$ cat src/hdl/snll_pkg.sv
// Package for the signed number literal lexer.
// Holds phase and status codes, numeric limits, character constants and shared types.
// No dependencies.
`timescale 1ns / 1ps

package snll_pkg;

    // Scanner phases
    localparam logic [2:0] PH_IDLE = 3'd0;
    localparam logic [2:0] PH_SIGN = 3'd1;
    localparam logic [2:0] PH_ZERO = 3'd2;
    localparam logic [2:0] PH_DEC  = 3'd3;
    localparam logic [2:0] PH_HEXX = 3'd4;
    localparam logic [2:0] PH_HEX  = 3'd5;

    // Result status codes
    localparam logic [2:0] ST_OK      = 3'd0;
    localparam logic [2:0] ST_SIGN    = 3'd1;
    localparam logic [2:0] ST_LZERO   = 3'd2;
    localparam logic [2:0] ST_DECOVF  = 3'd3;
    localparam logic [2:0] ST_HEXLONG = 3'd4;
    localparam logic [2:0] ST_HEXNONE = 3'd5;
    localparam logic [2:0] ST_NEGRNG  = 3'd6;

    // Numeric limits
    localparam logic [31:0] NEG_LIMIT = 32'h8000_0000;
    localparam logic [3:0]  DEC_BASE  = 4'd10;
    localparam logic [3:0]  HEX_MAX   = 4'd8;

    // ASCII codes
    localparam logic [7:0] CH_0     = 8'h30;
    localparam logic [7:0] CH_9     = 8'h39;
    localparam logic [7:0] CH_PLUS  = 8'h2B;
    localparam logic [7:0] CH_MINUS = 8'h2D;
    localparam logic [7:0] CH_X_LO  = 8'h78;
    localparam logic [7:0] CH_X_UP  = 8'h58;
    localparam logic [7:0] CH_A_LO  = 8'h61;
    localparam logic [7:0] CH_F_LO  = 8'h66;
    localparam logic [7:0] CH_A_UP  = 8'h41;
    localparam logic [7:0] CH_F_UP  = 8'h46;

    // Scanner state carried from one character to the next
    typedef struct packed {
        logic [2:0]  phase;
        logic        neg;
        logic [31:0] accum;
        logic [3:0]  hex_cnt;
    } snll_state_t;

    // One result beat
    typedef struct packed {
        logic signed [31:0] value;
        logic [2:0]         status;
    } snll_result_t;

endpackage

$ cat src/hdl/snll_char_if.sv
// Character channel: one input character or end-of-input mark per beat.
// No dependencies.
`timescale 1ns / 1ps

interface snll_char_if;
    logic       valid;
    logic       ready;
    logic [7:0] ch;
    logic       at_eof;

    modport source (output valid, output ch, output at_eof, input ready);
    modport sink   (input valid, input ch, input at_eof, output ready);
endinterface

$ cat src/hdl/snll_result_if.sv
// Result channel: one literal value and status per beat.
// No dependencies.
`timescale 1ns / 1ps

interface snll_result_if;
    logic               valid;
    logic               ready;
    logic signed [31:0] value;
    logic [2:0]         status;

    modport source (output valid, output value, output status, input ready);
    modport sink   (input valid, input value, input status, output ready);
endinterface

$ cat src/hdl/signed_number_literal_lexer_core.sv
// Signed 32-bit integer literal lexer, one character per beat.
// A character passes the input register and the scanner step; its result beat is registered.
// Throughput: one character per cycle unless results stall; decimal multiply-add sets the clock.
// Reset: rst_n clears both pipeline stages and returns the scanner to idle with no open literal.
// Depends on snll_pkg, snll_char_if, snll_result_if and snll_step.
`timescale 1ns / 1ps

module signed_number_literal_lexer_core
    import snll_pkg::*;
(
    input  logic                 clk,
    input  logic                 rst_n,
    snll_char_if.sink            chars,
    snll_result_if.source        results
);

    logic         in_valid_reg;
    logic [7:0]   ch_reg;
    logic         eof_reg;
    snll_state_t  state_reg;
    snll_state_t  state_next;
    logic         res_valid_reg;
    snll_result_t res_reg;
    logic         step_emit;
    snll_result_t step_result;
    logic         res_free;
    logic         step_go;

    // Handshake: the result register frees when empty or when its beat leaves.
    assign res_free    = !res_valid_reg || results.ready;
    assign step_go     = in_valid_reg && res_free;
    assign chars.ready = !in_valid_reg || res_free;

    // Input register
    always_ff @(posedge clk or negedge rst_n)
    begin
        if (!rst_n)
        begin
            in_valid_reg <= 1'b0;
        end
        else if (chars.ready)
        begin
            in_valid_reg <= chars.valid;
        end
    end

    always_ff @(posedge clk)
    begin
        if (chars.valid && chars.ready)
        begin
            ch_reg  <= chars.ch;
            eof_reg <= chars.at_eof;
        end
    end

    // Scanner step
    snll_step u_step (
        .state      (state_reg),
        .ch         (ch_reg),
        .at_eof     (eof_reg),
        .state_next (state_next),
        .emit       (step_emit),
        .result     (step_result)
    );

    // Scanner state
    always_ff @(posedge clk or negedge rst_n)
    begin
        if (!rst_n)
        begin
            state_reg <= '0;
        end
        else if (step_go)
        begin
            state_reg <= state_next;
        end
    end

    // Result register
    always_ff @(posedge clk or negedge rst_n)
    begin
        if (!rst_n)
        begin
            res_valid_reg <= 1'b0;
        end
        else if (step_go)
        begin
            res_valid_reg <= step_emit;
        end
        else if (results.ready)
        begin
            res_valid_reg <= 1'b0;
        end
    end

    always_ff @(posedge clk)
    begin
        if (step_go && step_emit)
        begin
            res_reg <= step_result;
        end
    end

    assign results.valid  = res_valid_reg;
    assign results.value  = res_reg.value;
    assign results.status = res_reg.status;

`ifndef SYNTH
    // A failed literal always carries a zero value.
    assert property (@(posedge clk) disable iff (!rst_n)
        res_valid_reg && res_reg.status != ST_OK |-> res_reg.value == 32'sd0)
        else $error("error result with nonzero value");

    // Status codes stay within the defined range.
    assert property (@(posedge clk) disable iff (!rst_n)
        res_valid_reg |-> res_reg.status <= ST_NEGRNG)
        else $error("result status out of range");

    // At most eight hex digits are ever gathered.
    assert property (@(posedge clk) disable iff (!rst_n)
        state_reg.hex_cnt <= HEX_MAX)
        else $error("hex digit count exceeds limit");

    // Idle means no literal is open: sign and magnitude are clear.
    assert property (@(posedge clk) disable iff (!rst_n)
        state_reg.phase == PH_IDLE |-> !state_reg.neg && state_reg.accum == 32'd0)
        else $error("idle scanner holds a partial literal");

    // A stalled result stalls the scanner state.
    assert property (@(posedge clk) disable iff (!rst_n)
        res_valid_reg && !results.ready |=> $stable(state_reg))
        else $error("scanner advanced while result was held");
`endif

endmodule

$ cat src/hdl/snll_step.sv
// Next-state and result logic of the literal scanner for one character.
// Depends on snll_pkg.
`timescale 1ns / 1ps

module snll_step
    import snll_pkg::*;
(
    input  snll_state_t  state,
    input  logic [7:0]   ch,
    input  logic         at_eof,
    output snll_state_t  state_next,
    output logic         emit,
    output snll_result_t result
);

    // Hex digit value, or 16 when the character is not a hex digit.
    function automatic logic [4:0] hex_value(input logic [7:0] c);
        logic [4:0] v;
        begin
            v = 5'd16;
            if (c >= CH_0 && c <= CH_9)
            begin
                v = 5'(c - CH_0);
            end
            else if (c >= CH_A_LO && c <= CH_F_LO)
            begin
                v = 5'(c - CH_A_LO + 8'd10);
            end
            else if (c >= CH_A_UP && c <= CH_F_UP)
            begin
                v = 5'(c - CH_A_UP + 8'd10);
            end
            return v;
        end
    endfunction

    // State after a character is examined from idle; never gives a result.
    function automatic snll_state_t idle_start(input logic [7:0] c);
        snll_state_t s;
        begin
            s = '0;
            s.phase = PH_IDLE;
            if (c == CH_0)
            begin
                s.phase = PH_ZERO;
            end
            else if (c > CH_0 && c <= CH_9)
            begin
                s.accum = {24'd0, c - CH_0};
                s.phase = PH_DEC;
            end
            else if (c == CH_MINUS)
            begin
                s.neg   = 1'b1;
                s.phase = PH_SIGN;
            end
            else if (c == CH_PLUS)
            begin
                s.phase = PH_SIGN;
            end
            return s;
        end
    endfunction

    logic               is_dec;
    logic [3:0]         dec_digit;
    logic [4:0]         hex_digit;
    logic               is_hex;
    logic [35:0]        dec_acc;
    snll_state_t        restart;
    snll_result_t       fin_result;

    // Character classes
    assign is_dec    = (ch >= CH_0) && (ch <= CH_9);
    assign dec_digit = 4'(ch - CH_0);
    assign hex_digit = hex_value(ch);
    assign is_hex    = !hex_digit[4];

    // Decimal multiply-add; the top bits flag overflow past 32 bits.
    assign dec_acc = 36'(state.accum) * 36'(DEC_BASE) + 36'(dec_digit);

    // A terminator is examined again from idle; end of input just clears.
    assign restart = at_eof ? snll_state_t'('0) : idle_start(ch);

    // Closing a literal: negate a negative magnitude, check its range.
    always_comb
    begin
        fin_result.status = ST_OK;
        fin_result.value  = $signed(state.accum);
        if (state.neg)
        begin
            if (state.accum > NEG_LIMIT)
            begin
                fin_result.status = ST_NEGRNG;
                fin_result.value  = '0;
            end
            else
            begin
                fin_result.value = $signed(32'd0 - state.accum);
            end
        end
    end

    // Phase transitions
    always_comb
    begin
        state_next    = state;
        emit          = 1'b0;
        result.value  = '0;
        result.status = ST_OK;
        unique case (state.phase)
            PH_SIGN:
            begin
                if (at_eof || !is_dec)
                begin
                    emit          = 1'b1;
                    result.status = ST_SIGN;
                    state_next    = '0;
                end
                else if (ch == CH_0)
                begin
                    state_next.phase = PH_ZERO;
                end
                else
                begin
                    state_next.accum = 32'(dec_digit);
                    state_next.phase = PH_DEC;
                end
            end
            PH_ZERO:
            begin
                if (at_eof)
                begin
                    emit       = 1'b1;
                    state_next = '0;
                end
                else if (ch == CH_X_LO || ch == CH_X_UP)
                begin
                    state_next.phase = PH_HEXX;
                end
                else if (is_hex)
                begin
                    emit          = 1'b1;
                    result.status = ST_LZERO;
                    state_next    = '0;
                end
                else
                begin
                    emit       = 1'b1;
                    state_next = idle_start(ch);
                end
            end
            PH_DEC:
            begin
                if (!at_eof && is_dec)
                begin
                    if (dec_acc[35:32] != 4'd0)
                    begin
                        emit          = 1'b1;
                        result.status = ST_DECOVF;
                        state_next    = '0;
                    end
                    else
                    begin
                        state_next.accum = dec_acc[31:0];
                    end
                end
                else
                begin
                    emit       = 1'b1;
                    result     = fin_result;
                    state_next = restart;
                end
            end
            PH_HEXX:
            begin
                if (at_eof || !is_hex)
                begin
                    emit          = 1'b1;
                    result.status = ST_HEXNONE;
                    state_next    = '0;
                end
                else
                begin
                    state_next.accum   = 32'(hex_digit[3:0]);
                    state_next.hex_cnt = 4'd1;
                    state_next.phase   = PH_HEX;
                end
            end
            PH_HEX:
            begin
                if (!at_eof && is_hex)
                begin
                    if (state.hex_cnt >= HEX_MAX)
                    begin
                        emit          = 1'b1;
                        result.status = ST_HEXLONG;
                        state_next    = '0;
                    end
                    else
                    begin
                        state_next.accum   = {state.accum[27:0], hex_digit[3:0]};
                        state_next.hex_cnt = state.hex_cnt + 4'd1;
                    end
                end
                else
                begin
                    emit       = 1'b1;
                    result     = fin_result;
                    state_next = restart;
                end
            end
            default:
            begin
                state_next = restart;
            end
        endcase
    end

endmodule

$ cat src/flat_wrapper.sv
// flat-port wrapper written by rule: the top's interface ports become plain ports
module signed_number_literal_lexer_core_flat import snll_pkg::*;
  (clk, rst_n, chars_valid, chars_ch, chars_at_eof, chars_ready, results_valid, results_value, results_status, results_ready);
  snll_char_if chars_i ();
  snll_result_if results_i ();
  input  logic clk;
  input  logic rst_n;
  input wire logic [$bits(chars_i.valid)-1:0] chars_valid;
  input wire logic [$bits(chars_i.ch)-1:0] chars_ch;
  input wire logic [$bits(chars_i.at_eof)-1:0] chars_at_eof;
  output wire logic [$bits(chars_i.ready)-1:0] chars_ready;
  output wire logic [$bits(results_i.valid)-1:0] results_valid;
  output wire logic [$bits(results_i.value)-1:0] results_value;
  output wire logic [$bits(results_i.status)-1:0] results_status;
  input wire logic [$bits(results_i.ready)-1:0] results_ready;
  assign chars_i.valid = chars_valid;
  assign chars_i.ch = chars_ch;
  assign chars_i.at_eof = chars_at_eof;
  assign chars_ready = chars_i.ready;
  assign results_valid = results_i.valid;
  assign results_value = results_i.value;
  assign results_status = results_i.status;
  assign results_i.ready = results_ready;
  signed_number_literal_lexer_core u_core (.clk(clk), .rst_n(rst_n), .chars(chars_i), .results(results_i));
endmodule
$ cat config.mk
export PLATFORM = sky130hd
export DESIGN_NAME = signed_number_literal_lexer_core_flat
export DESIGN_NICKNAME = d
export VERILOG_FILES = /design/src/hdl/snll_pkg.sv /design/src/hdl/snll_char_if.sv /design/src/hdl/snll_result_if.sv /design/src/hdl/signed_number_literal_lexer_core.sv /design/src/hdl/snll_step.sv /design/src/flat_wrapper.sv
export SDC_FILE = /design/constraint.sdc
export NUM_CORES = 1
export LEC_CHECK = 0
export BUFFER_PORTS_ARGS = -buffer_cell sky130_fd_sc_hd__buf_2
export CORE_ASPECT_RATIO = 1.25
export CORE_MARGIN = 1
export CORE_UTILIZATION = 60
export CTS_BUF_LIST = sky130_fd_sc_hd__clkbuf_8
export CTS_CLUSTER_SIZE = 25
export DETAILED_ROUTE_END_ITERATION = 6
export PLACE_DENSITY_LB_ADDON = 0.2
export SLEW_MARGIN = 5
export SYNTH_ARGS = -nofsm -noshare
export SYNTH_HDL_FRONTEND = slang
export SYNTH_SLANG_ARGS = --single-unit
$ cat constraint.sdc
create_clock -name clk -period 14.8 [get_ports clk]
set_input_delay 0.74 -clock clk [delete_from_list [all_inputs] [get_ports clk]]
set_output_delay 0.74 -clock clk [all_outputs]
set_load 0.005 [all_outputs]
Word-level counts from Yosys, hierarchy flattened --
Index checks and enable logic that the tools add are counted.
Word-level totals: bits in registers 86, input port bits 13, output and inout port bits 37, word-level logic and storage cells 128
Cells by class: $add $sub $neg 8, $mul 1, order comparisons 9, equal/unequal tests 16, mux-type cells 59, reductions and logical operators 25
Operator list (number):
- $mux 40 | 5
- $pmux 40 s5 | 1
- $mux 32 | 6
- $pmux 32 s2 | 1
- $mux 37 | 1
- $add 36x4->36 | 1
- $mux 36 | 1
- $mul 32x3->35 const B | 1
- $mux 35 | 1
- $mux 33 | 1
- $gt 32x32->1 const B | 1
- $sub 1x32->32 const A | 1
- $mux 3 | 10
- $eq 8x6->1 const B | 3
- $mux 1 | 17
- $eq 8x7->1 const B | 2
- $ge 8x7->1 const B | 2
- $le 8x7->1 const B | 2
- $mux 8 | 2
- $mux 5 | 3
- $pmux 3 s5 | 1
- $mux 4 | 3
- $add 5x4->5 const B | 2
- $mux 2 | 5
- 22 further kinds | 45

Depth between registers and ports, before layout --
depth in word-level cells 10, depth in mapped cells 17, mapped depth without buffers 15

Hierarchy --
Synthesis repeated with hierarchy kept, for this count alone.
Second synthesis, totals: cell total of the unflattened synthesis 917, area, all modules 8400.6 um^2
By module, submodules not included:
- snll_step | times used 1, cells an instance 778, area each 5323.9 um^2, sequential area each 0.0 um^2
- signed_number_literal_lexer_core | times used 1, cells an instance 139, area each 3076.7 um^2, sequential area each 2372.3 um^2

Worst setup path before layout --
OpenSTA, ideal clock, no wires.
path type reg-to-reg, from register u_core.state_reg[5] in the netlist's numbering, to register u_core.res_reg (netlist bit u_core.results.status[0]), enable pin, setup time 431 ps, arrival 5206 ps, required time 14369 ps, setup slack 9163 ps, stages on the path, launching flop included 16, buffers on the path 0, period minus slack after synthesis 5637 ps, path through dfrtp_1 -> ha_1 -> ha_1 -> inv_1 -> fa_1 -> nand2b_1 -> a21oi_4 -> nor2_1 -> a311oi_1 -> nor4_2 -> and4b_1 -> and4b_1 -> and4bb_1 -> or2_2 -> o21ai_0 -> nor2b_1
On the way: word-level cells in the longest chain between the ends 7
RTL lines:
- start: declaration | RTL line signed_number_literal_lexer_core.sv:20 | snll_state_t state_reg;
- start signal: assignment | RTL line signed_number_literal_lexer_core.sv:75 | state_reg <= state_next;
- $mul 32x3->35 | RTL line snll_step.sv:80 | assign dec_acc = 36'(state.accum) * 36'(DEC_BASE) + 36'(dec_digit);
- $add 36x4->36 | RTL line snll_step.sv:80
- $reduce_bool 4->1 | RTL line snll_step.sv:157 | if (dec_acc[35:32] != 4'd0)
- $mux 1 | RTL line snll_step.sv:157
- $mux 1 | RTL line snll_step.sv:155 | if (!at_eof && is_dec)
- $pmux 1 s5 | RTL line snll_step.sv:111 | unique case (state.phase)
- $logic_and 1x1->1 | RTL line signed_number_literal_lexer_core.sv:98 | if (step_go && step_emit)
- end signal: assignment | RTL line signed_number_literal_lexer_core.sv:100 | res_reg <= step_result;
- end: declaration | RTL line signed_number_literal_lexer_core.sv:23 | snll_result_t res_reg;
No other way between the ends. A chain may end at the register's enable or synchronous reset.

Final worst setup path --
from register u_core.state_reg[5] in the netlist's numbering, to register u_core.res_reg (netlist bit u_core.results.value[22]), enable pin
The elaborated chain is that of the path after synthesis.

==> summary.txt <==
Status
  • Status: finished, final reports clean

Logic synthesis
  • Post-synth EDFFs: 44
  • #FFs+latches synth: 86
  • Dominant synthesized flop cell: edfxtp_1
  • Post-synthesis area per instance: 8.66 µm²
  • Area leader, netlist: edfxtp_1
  • Yosys cell types: 85
  • Synth async-reset ratio: 0.488
  • Sequential fraction of the synthesis area: 0.287
  • Share of the synthesized area in the top cell type: 0.160
  • Warnings from Yosys: 0
  • Mapped Area: 8260 µm²
  • Top post-synthesis cells by area: edfxtp_1 (16%), dfrtp_1 (13%), ha_1 (12%)
  • Mapped Cells: 954
  • Syn nets: around 1.0k

Power and ir drop
  • P per Cell Area: 95.1 nW/µm²
  • Leakage: 3.72 nW
  • Peak VDD IR: 0.0692 mV
  • Overall Power: approximately 0.83 mW

Floorplan
  • Core area: between 10000 and 15000 µm²
  • Die area: around 14000 µm²
  • Boundary pin count: 50
  • Initial Util: 0.619
  • Die X: between 100 and 150 µm
  • Die height: between 100 and 150 µm
  • # rows: 47

Timing
  • Final Critical Period: 5.27 ns
  • Max Transition Viols Final: 0
  • RSZ-0062 raised after global routing: no
  • Setup_tns: 0 ns
  • Setup-failing EPs final: 0
  • Final setup slack of the worst path: between 9 and 10 ns
  • Crit share post-route: 0.356
  • Slew @ Worst Pin: 1.02 ns
  • Fin Clk Skew: 0.0125 ns
  • Max Freq: about 190 MHz
  • Final hold violation count: 0
  • Relative slew slack: 0.322

Critical path
  • Reg2Reg Depth: 15
  • Kind of critical path: reg2reg
  • Worst setup path endpoint: u_core.results.value[22]$_DFFE_PP_
  • Crit path from: u_core.state_reg[5]$_DFFE_PN0P_
  • Required time of the critical path: 14.80 ns
  • Worst Setup End Kind: flip-flop
  • RR Endpoint: u_core.results.value[22]$_DFFE_PP_
  • Reg2reg start: u_core.state_reg[5]$_DFFE_PN0P_
  • Critical Path AT: 5.27 ns
  • Worst R2R Setup Slack: 9.53 ns
  • Startpoint Class: flip-flop
  • Max Fanout on Critical Path: 35

Clocking
  • CTS Sinks: 86
  • Cts bufs inserted: 9
  • Post-CTS Setup Bufs: 0
  • H-Tree Depth: 3
  • Clk buf depth: 2
  • Post-CTS resize count: 0
  • Post-CTS Hold Fix Bufs: 0
  • Skew-Pair Late Insertion Delay: 0.37 ns
  • CTS tree: yes
  • Clk slew on worst S/H paths: 0.09 ns
  • CTS root buf: clkbuf_8

Place
  • Gpl congestion: 0.976
  • Port buffer count: roughly 50
  • Place WS: 9.56 ns
  • DP HPWL: around 17 mm
  • Placed cell count: 1136

Finish
  • Commonest non-fill, non-tap cell in the layout: nand2_1
  • Layout cells sized above 1: 0.122
  • Final core occ: 0.658
  • ANT cells: 0
  • Layout Nets: 1067
  • Most frequent cells in the layout: nand2_1 (88), nor2_1 (77), ha_1 (76)
  • Area Growth Syn to Fin: 6.27%
  • Post-route insts no fill: ~1.2k
  • Max reg flops: 40

Drt
  • Top sig layer: met4
  • Total number of vias: 7438
  • Drt drc: 0
  • Metal3 WL: 856 µm
  • Met2 wire length: 10.6 mm
  • DRT iter0 DRCs: 547
  • Post-DRT Antenna Nets: 0
  • Drt pass-1 iters: 5
  • Wire length on met1: 9.24 mm
  • Final wirelength: 21.5 mm
  • DR vias/cell: 6.46
  • Per-cell routed wire length: 18.6 µm

Global routing
  • Largest net degree at the start of global routing: 43
  • Number of global-route vias before repair: around 7.2k
  • Global route overflow: 0
  • Overall Global Routing Usage: 0.315
  • Antenna violations before repair: 0
  • Global-route wire length before repair: 35.8 mm

Hold path
  • Worst hold path type: in2async

Flow run
  • Maxcap violations: 0
per-stage QoR:
stage | hold WS (ns) | cell area, µm²
after global routing | 0.522 | 8780
after CTS | 0.522 | 8780
after global placement | 0.489 | 8550
final | 0.513 | 8780
after floorplan | 0.444 | 8260
after detailed placement | 0.502 | 8550
where the power goes:
group,total [mW],switching [mW],internal [mW]
Sequential,0.333,0.0403,0.293
Combinational,0.308,0.189,0.119
Clock,0.194,0.0836,0.110
kinds of logic (layout without fill, tap and decap cells):
group | after synthesis | after routing | share of synthesized area
xor gates and xnor gates | 74 | 74 | 0.0801
adders and majority gates | 78 | 78 | 0.120
muxes | 9 | 9 | 0.0115
buffers and inverters | 67 | 94 | 0.0376
and+or+nand+nor | 345 | 345 | 0.215
DFF | 86 | 86 | 0.287
AOI/OAI and AO/OA | 295 | 295 | 0.249
final cells by class:
class / count / area (µm²)
sequential: 86 / 2370
clock buffer: 9 / 124
inverter: 24 / 90.1
timing repair buffer: 54 / 283
clock inverter: 7 / 106
tap: 171 / 214
fill: 1123 / 4570
multi-input combinational: 801 / 5590
critical path, stage by stage (launching register included):
cell      delay (ns)
dfrtp_1         0.49
ha_1            0.34
ha_1            0.25
inv_1           0.08
fa_1            0.20
nand2b_1        0.20
a21oi_4         0.10
o21ai_0         0.49
nand2_1         0.14
a311oi_2        0.45
nand4_1         0.28
nor3_2          0.32
a21oi_1         0.12
or2_2           0.37
o21ai_0         0.24
nor2b_4         0.83
cell usage after synthesis, types with 5 or more instances:
cell      instances
xor2_1           41
o31ai_1           9
nand2b_1         20
and3_1            9
mux2i_1           5
or2_2             5
nor3_1           22
a21oi_1          63
or4_1             6
nor2_1           77
o21ai_0          55
o21ai_1           7
a211oi_1          9
o211ai_1          8
a22oi_1          26
o21ai_2          21
edfxtp_1         44
dfrtp_1          42
and2_1           14
nor3b_1           5
o21a_1            9
nand4_1          15
a21o_1           21
nand3_1          30
inv_1            24
nand2_1          88
or3_1            19
buf_2            14
nor2b_1           6
ha_1             76
clkbuf_1         22
xnor2_1          32
and4_1            5
routing by layer:
layer  global-route usage  vias to the layer above
li1                     -                     3614
met3               0.0377                       52
met4                0.142                        0
met5                    0                        -
met1                0.402                     3535
met2                0.531                      237
how the worst min path moves through the flow:
stage | startpoint | end | slack [ns] | cells past startpoint
3_3_place_gp | u_core.state_reg[2]$_DFFE_PN0P_ | u_core.state_reg[2]$_DFFE_PN0P_ | 0.49 | 1
5_1_grt | chars_ch[1] | u_core.ch_reg[1]$_DFFE_PP_ | 0.52 | 1
4_1_cts | u_core.state_reg[2]$_DFFE_PN0P_ | u_core.state_reg[2]$_DFFE_PN0P_ | 0.52 | 1
2_1_floorplan | rst_n | u_core.in_valid_reg$_DFFE_PN0N_ | 0.44 | 0
6_report | rst_n | u_core.in_valid_reg$_DFFE_PN0N_ | 0.51 | 1
3_5_place_dp | u_core.state_reg[2]$_DFFE_PN0P_ | u_core.state_reg[2]$_DFFE_PN0P_ | 0.50 | 1
No activity file was read; power rests on OpenSTA's default activity.
